$ cat src/sv/slgd_pkg.sv
// Shared types, register indexes and reset values for the structured-light
// Gray code decoder. No dependencies.
`timescale 1ns / 1ps
`default_nettype none

package slgd_pkg;

    localparam int PIXEL_COUNT_DEF = 524288;
    localparam int MAX_BITS_DEF    = 12;

    localparam int CFG_INDEX_W = 3;
    localparam int CFG_DATA_W  = 13;

    typedef enum logic [CFG_INDEX_W-1:0] {
        CFG_COLUMN_BIT_COUNT = 3'd0,
        CFG_ROW_BIT_COUNT    = 3'd1,
        CFG_COLUMN_PHASE     = 3'd2,
        CFG_ROW_PHASE        = 3'd3,
        CFG_COLUMN_LIMIT     = 3'd4,
        CFG_ROW_LIMIT        = 3'd5
    } cfg_index_t;

    localparam logic [3:0]  RST_BIT_COUNT = 4'd10;
    localparam logic [10:0] RST_PHASE     = 11'd112;
    localparam logic [12:0] RST_LIMIT     = 13'd800;

    typedef struct packed {
        logic [3:0]  column_bit_count;
        logic [3:0]  row_bit_count;
        logic [10:0] column_phase;
        logic [10:0] row_phase;
        logic [12:0] column_limit;
        logic [12:0] row_limit;
    } cfg_t;

    typedef struct packed {
        logic        axis;
        logic [3:0]  plane;
        logic [18:0] pixel_index;
        logic [7:0]  gray_sample;
        logic [7:0]  inverse_sample;
    } pixel_item_t;

    typedef struct packed {
        logic        out_axis;
        logic [18:0] out_pixel;
        logic [12:0] coordinate;
        logic        clamped;
    } coord_item_t;

endpackage

`default_nettype wire

$ cat src/sv/slgd_cfg.sv
// Configuration register bank of the Gray code decoder.
// Depends on slgd_pkg for the register indexes, reset values and cfg_t.
`timescale 1ns / 1ps
`default_nettype none

module slgd_cfg
    import slgd_pkg::*;
(
    input  wire logic                   clk,
    input  wire logic                   rst_n,
    input  wire logic                   cfg_write,
    input  wire logic [CFG_INDEX_W-1:0] cfg_index,
    input  wire logic [CFG_DATA_W-1:0]  cfg_data,
    output cfg_t                        cfg
);

    cfg_t cfg_reg;
    cfg_t cfg_next;

    always_comb
    begin
        cfg_next = cfg_reg;
        if (cfg_write)
        begin
            // Writes to indexes beyond the bank are dropped.
            unique case (cfg_index)
                CFG_COLUMN_BIT_COUNT: cfg_next.column_bit_count = cfg_data[3:0];
                CFG_ROW_BIT_COUNT:    cfg_next.row_bit_count    = cfg_data[3:0];
                CFG_COLUMN_PHASE:     cfg_next.column_phase     = cfg_data[10:0];
                CFG_ROW_PHASE:        cfg_next.row_phase        = cfg_data[10:0];
                CFG_COLUMN_LIMIT:     cfg_next.column_limit     = cfg_data;
                CFG_ROW_LIMIT:        cfg_next.row_limit        = cfg_data;
                default:              cfg_next = cfg_reg;
            endcase
        end
    end

    always_ff @(posedge clk or negedge rst_n)
    begin
        if (!rst_n)
        begin
            cfg_reg.column_bit_count <= RST_BIT_COUNT;
            cfg_reg.row_bit_count    <= RST_BIT_COUNT;
            cfg_reg.column_phase     <= RST_PHASE;
            cfg_reg.row_phase        <= RST_PHASE;
            cfg_reg.column_limit     <= RST_LIMIT;
            cfg_reg.row_limit        <= RST_LIMIT;
        end
        else
        begin
            cfg_reg <= cfg_next;
        end
    end

    assign cfg = cfg_reg;

endmodule

`default_nettype wire

$ cat config.mk
export PLATFORM = sky130hd
export DESIGN_NAME = slgd_cfg
export DESIGN_NICKNAME = d
export VERILOG_FILES = /design/src/sv/slgd_pkg.sv /design/src/sv/slgd_cfg.sv
export SDC_FILE = /design/constraint.sdc
export NUM_CORES = 1
export LEC_CHECK = 0
export BUFFER_PORTS_ARGS = -buffer_cell sky130_fd_sc_hd__buf_4
export CAP_MARGIN = 20
export CORE_ASPECT_RATIO = 2
export CORE_MARGIN = 2
export CORE_UTILIZATION = 53
export CTS_CLUSTER_SIZE = 14
export DETAILED_ROUTE_END_ITERATION = 8
export GPL_ROUTABILITY_DRIVEN = 0
export GPL_TIMING_DRIVEN = 0
export PLACE_DENSITY = 0.95
export SKIP_CTS_REPAIR_TIMING = 1
export SYNTH_ARGS = -nofsm -noshare
export SYNTH_HDL_FRONTEND = slang
export SYNTH_SLANG_ARGS = --single-unit
$ cat constraint.sdc
create_clock -name clk -period 1 [get_ports clk]
set_input_delay 0.1 -clock clk [delete_from_list [all_inputs] [get_ports clk]]
set_output_delay 0.1 -clock clk [all_outputs]
set_load 0.005 [all_outputs]
== After elaboration in Yosys (flattened, before gate mapping) ==
Cells that the tools add are included.

* Reduce and logical (&&, ||, !) cells: 7
* Equal/unequal tests: 5

{| class="wikitable"
|+ Operators with widths
! kind !! count
|-
| AND reduction 2 bit || 6
|-
| equality test 3 x 2 -> 1 bit (second input constant) || 2
|-
| equality test 3 bit (second input constant) || 2
|-
| equality test 3 x 1 -> 1 bit (second input constant) || 1
|-
| zero test 3 bit || 1
|}

* Output and inout port bits: 56
* Logic and storage cells: 18
* Register bits after elaboration: 56

== Logic depth before layout (Yosys ltp) ==
* Depth after elaboration: 2
* Gate-level depth with buffers: 3
* Depth with buffers taken out: 2

== Worst setup path after synthesis ==
No wires, ideal clock.

* Path kind: input to register
* Start: input cfg_index[2]
* End: register cfg_reg (netlist bit cfg[37])
* Library setup time: 0.125 ns
* Arrival time: 0.924 ns
* Cell stages on the path: 3
* Slack: -0.048 ns
* Data required time: 0.875 ns
* Buffers on the path: 1
* Cell sequence: and4bb_2 > buf_2 > mux2_2

* Longest elaborated chain between the ends: 2

{| class="wikitable"
|+ RTL lines
! element !! RTL line !! RTL
|-
| start, declared || slgd_cfg.sv:12 || <nowiki>input wire logic [CFG_INDEX_W-1:0] cfg_index,</nowiki>
|-
| equality test 3 x 2 -> 1 bit || slgd_cfg.sv:26 || <nowiki>unique case (cfg_index)</nowiki>
|-
| AND reduction 2 bit (no line) || - ||
|-
| end signal, assigned || slgd_cfg.sv:51 || <nowiki>cfg_reg <= cfg_next;</nowiki>
|-
| end, declared || slgd_cfg.sv:17 || <nowiki>cfg_t cfg_reg;</nowiki>
|}

Every way passes these cells.
A chain may end at the register's enable or synchronous reset.

== Worst setup path in the final report ==
* Start: register cfg_reg (netlist bit cfg[18])
* End: output cfg[18] (netlist name)

{| class="wikitable"
|+ RTL lines
! element !! RTL line !! RTL
|-
| end, declared || slgd_cfg.sv:14 || <nowiki>output cfg_t cfg</nowiki>
|}

No word-level cell between the ends.

==> results summary <==
The run finished, with violations left. The checks that failed: negative setup slack. The maximum ir drop on the vdd rail is 1.71 mV. The share of cells above drive strength 1 is approximately four fifths.

The peak per-stage delay on the critical path came out at 560 ps. The post-placement cell area came out at around 0.0028 mm2. The worst path required time came out at about 900 ps.

The number of cells produced by synthesis is between 100 and 150. The power share of the sequential group came out at between 50% and 60%. The average detailed-routed wire length per instance came out at approximately 18 um. The leakage power is ~1.4 nW. The final worst hold slack is around 41 ps.

The die area came out at ~0.0046 mm2. Walking the worst path, the cells encountered are buf_6. The critical register-to-register path startpoint is cfg[21]. The depth of the worst register-to-register path is 2.

The startpoint identified for the worst hold timing path is cfg_data[11]. Clock-pin slew was measured on the worst setup and hold paths at about 90 ps. After Yosys synthesis, XOR and XNOR cells account for 0% of the synthesized area. The placed cell count came out at approximately 250. In this design, the largest share of critical-path delay is due to flip-flops. The complex-gate fraction of the synthesized area came out at 0%. The number of setup violations in the final report came out at 16.

The relative slew slack came out at 55.1%. The critical register-to-register path endpoint is cfg[21]. The half-perimeter wire length after placement is around 3500 um. The number of antenna violations at the first check in global routing came out at 0. Sorting the synthesized cells by how often they occur yields mux2_2 (56), dfrtp_1 (40), dfstp_2 (16). The total number of clock tree sinks is between 50 and 60. The multiplexer share of the synthesized area is roughly 30%. The die span in x came out at 49.0 um. The final wirelength came out at approximately 4600 um.

Among all cell types in the netlist, the one instantiated most often is mux2_2. The most used flip-flop cell after synthesis is dfrtp_1. The worst path uses 105% of the clock period.

The kind of end point of the critical path is an output pin. The post-detailed-route via-to-cell ratio is approximately 5.2. The worst path arrival time is about 950 ps.

The largest net degree at the start of global routing is 57. For this run, the top clock speed supported by timing is approximately 0.95 GHz. The area growth from synthesis to layout came out at 38.0%. In this run the clock root is driven by a clkbuf_8. Summing all non-filler instances in the final layout gives an area of 0.00296 mm2. From bottom edge to top edge, the die measures ~94 um. The critical path start-end classification is reg -> out. The adder-cell share of the synthesized area came out at 0%. The final number of max-transition violations came out at 0. In this run the biggest area consumer among cell types represents a little under half of the synthesized area. The cell area power density is ~2100 mW/mm2. The internal portion of total power came out at approximately 4.7 mW.

After synthesis, the largest family of logic cells by area is multiplexers. The count of flip-flops with a built-in enable after synthesis is 0. The share of power burned in combinational logic is between 20% and 30%.

The count of standard-cell rows came out at 32. The classification of the worst-slack hold path is in -> reg. The max-capacitance violation count is 0. The later-pin clock latency in the skew report came out at between 200 and 300 ps. The post-layout instance count excluding filler cells came out at between 200 and 300. The global-route congestion overflow total is 0. The number of flip-flops in the largest register is between 50 and 60.

The endpoint of the worst hold-timing path is cfg[24]. Among all stages on the critical path, the largest delay is contributed by dfstp_2. The analysis attributes to net switching a power of ~1.5 mW. The number of antenna diodes in the final layout is 0. The area of the mapped netlist is between 0.002 and 0.0025 mm2. The core area came out at ~0.004 mm2. The final route contains 1340 vias. During synthesis, Yosys emitted a total of 0 warnings. In the post-synthesis netlist, the biggest area contributors are dfrtp_1 (47%), mux2_2 (29%), dfstp_2 (20%). Counting instances, the worst hold path has a depth of 2.

The transition time at the pin with the least slew margin came out at ~670 ps. The sequential area share after synthesis is roughly 66%. The TritonCTS clock tree is done. The buffering stage count on the worst path with inverters included is 1. After synthesis the netlist holds a flip-flop and latch count of 56. Of all nets on the critical path, the largest fanout is 2. The post-placement worst setup slack is -287 ps.

The aggregate global-route resource usage is around 22%. The number of nets handed over by synthesis was roughly 140. The number of global-route vias before repair is around 1500.

The DRC violations left came out at 0. The H-tree generated during clock tree synthesis spans 2 levels. The worst-case register-to-register setup slack is 180 ps. The worst setup path is launched from a flop. 75 I/O pins were placed. Setup repair after global routing could not meet its margin everywhere. The CTS buffer count came out at 5. The first detailed-routing pass took 2 iterations.

The detail route stage leaves a number of antenna-violating nets equal to 0. The final-report hold violation count came out at 0. The post-synthesis simple-gate area fraction came out at between 3 and 4%. Summed over all instances, the cell type with the most area after synthesis is dfrtp_1.

For the finished layout, the period the worst path requires is roughly 1100 ps. The clock share of power is a little under a quarter. In this run switching power makes up 24.0% of total power. Averaged over all synthesized cells, the footprint is 17.6 um2.

The distinct cell type count of the synthesized netlist came out at 8. The least setup slack across all paths after layout came out at -52.9 ps. After the last flow step, the layout net total stands at roughly 220. The effective utilization at floorplan is approximately 55%. The worst clock skew on the final layout came out at 0 ps.

The maximum clock insertion buffer count is 2. The first-pass GRT wire length is about 7500 um. The initial DRC count is 6. Buffers placed on the I/O ports in this run total 74. The async set or reset register ratio after synthesis is between 90% and 100%.
## power groups by stage
| stage | Clock [mW] | Sequential, mW | Combinational, mW |
|---|---|---|---|
| after floorplan | 0 | 3.18 | 0.484 |
| after global placement | 0 | 3.14 | 1.48 |
| after detailed placement | 0 | 3.20 | 1.55 |
| after CTS | 1.45 | 3.16 | 1.55 |
| after global routing | 1.55 | 3.24 | 1.75 |
| final | 1.41 | 3.18 | 1.62 |
## worst max-delay path by stage
stage / from / endpoint / slack, ps / cells after the start
4_1_cts: cfg[51] / cfg[51] / -70 / 1
2_1_floorplan: cfg_index[0] / cfg[15] / -20 / 3
3_5_place_dp: cfg_index[0] / cfg[15] / -290 / 4
6_report: cfg[18] / cfg[18] / -50 / 1
5_1_grt: cfg[42] / cfg[42] / -100 / 1
3_3_place_gp: cfg_index[0] / cfg[11] / -260 / 4
## routing by layer
layer / GRT usage [%] / wire (um) / part of all wire [%]
met1: 23.8 / 1590 / 34
met2: 41.4 / 2790 / 60
met3: 3.98 / 170 / 3.7
met4: 9.05 / 97 / 2.1
met5: 0 / 0 / 0
## cell usage in the layout, fill, tap and decap left out, drive strengths merged
cell type,count
buf,79
mux2,56
dfrtp,40
dfstp,16
clkbuf,6
and4bb,3
nand4b,2
nor4b,1
clkinv,1
bufinv,1
dlygate4sd3,1
## area by class of cell
type / instances / area (um2)
sequential: 56 / 1420
fill: 248 / 923
multi-input combinational: 62 / 709
timing repair buffer: 76 / 629
clock buffer: 6 / 72.6
tap: 51 / 63.8
clock inverter: 2 / 35.0
buffer: 4 / 28.8
## cells by family after synthesis
kind of cell | count (synthesis)
AND/OR/NAND/NOR | 6
flip-flops | 56
buffers and inverters | 4
multiplexers | 56
## stage by stage
step	power (mW)	TNS [ps]	util [%]
floorplan	3.67	-158	-
global placement	4.62	-9030	71.6
detailed placement	4.75	-10170	71.6
CTS	6.16	-910	74.3
global route	6.54	-1220	76.2
finish	6.21	-664	76.2
Note: power is estimated with default switching activity, not from simulation.
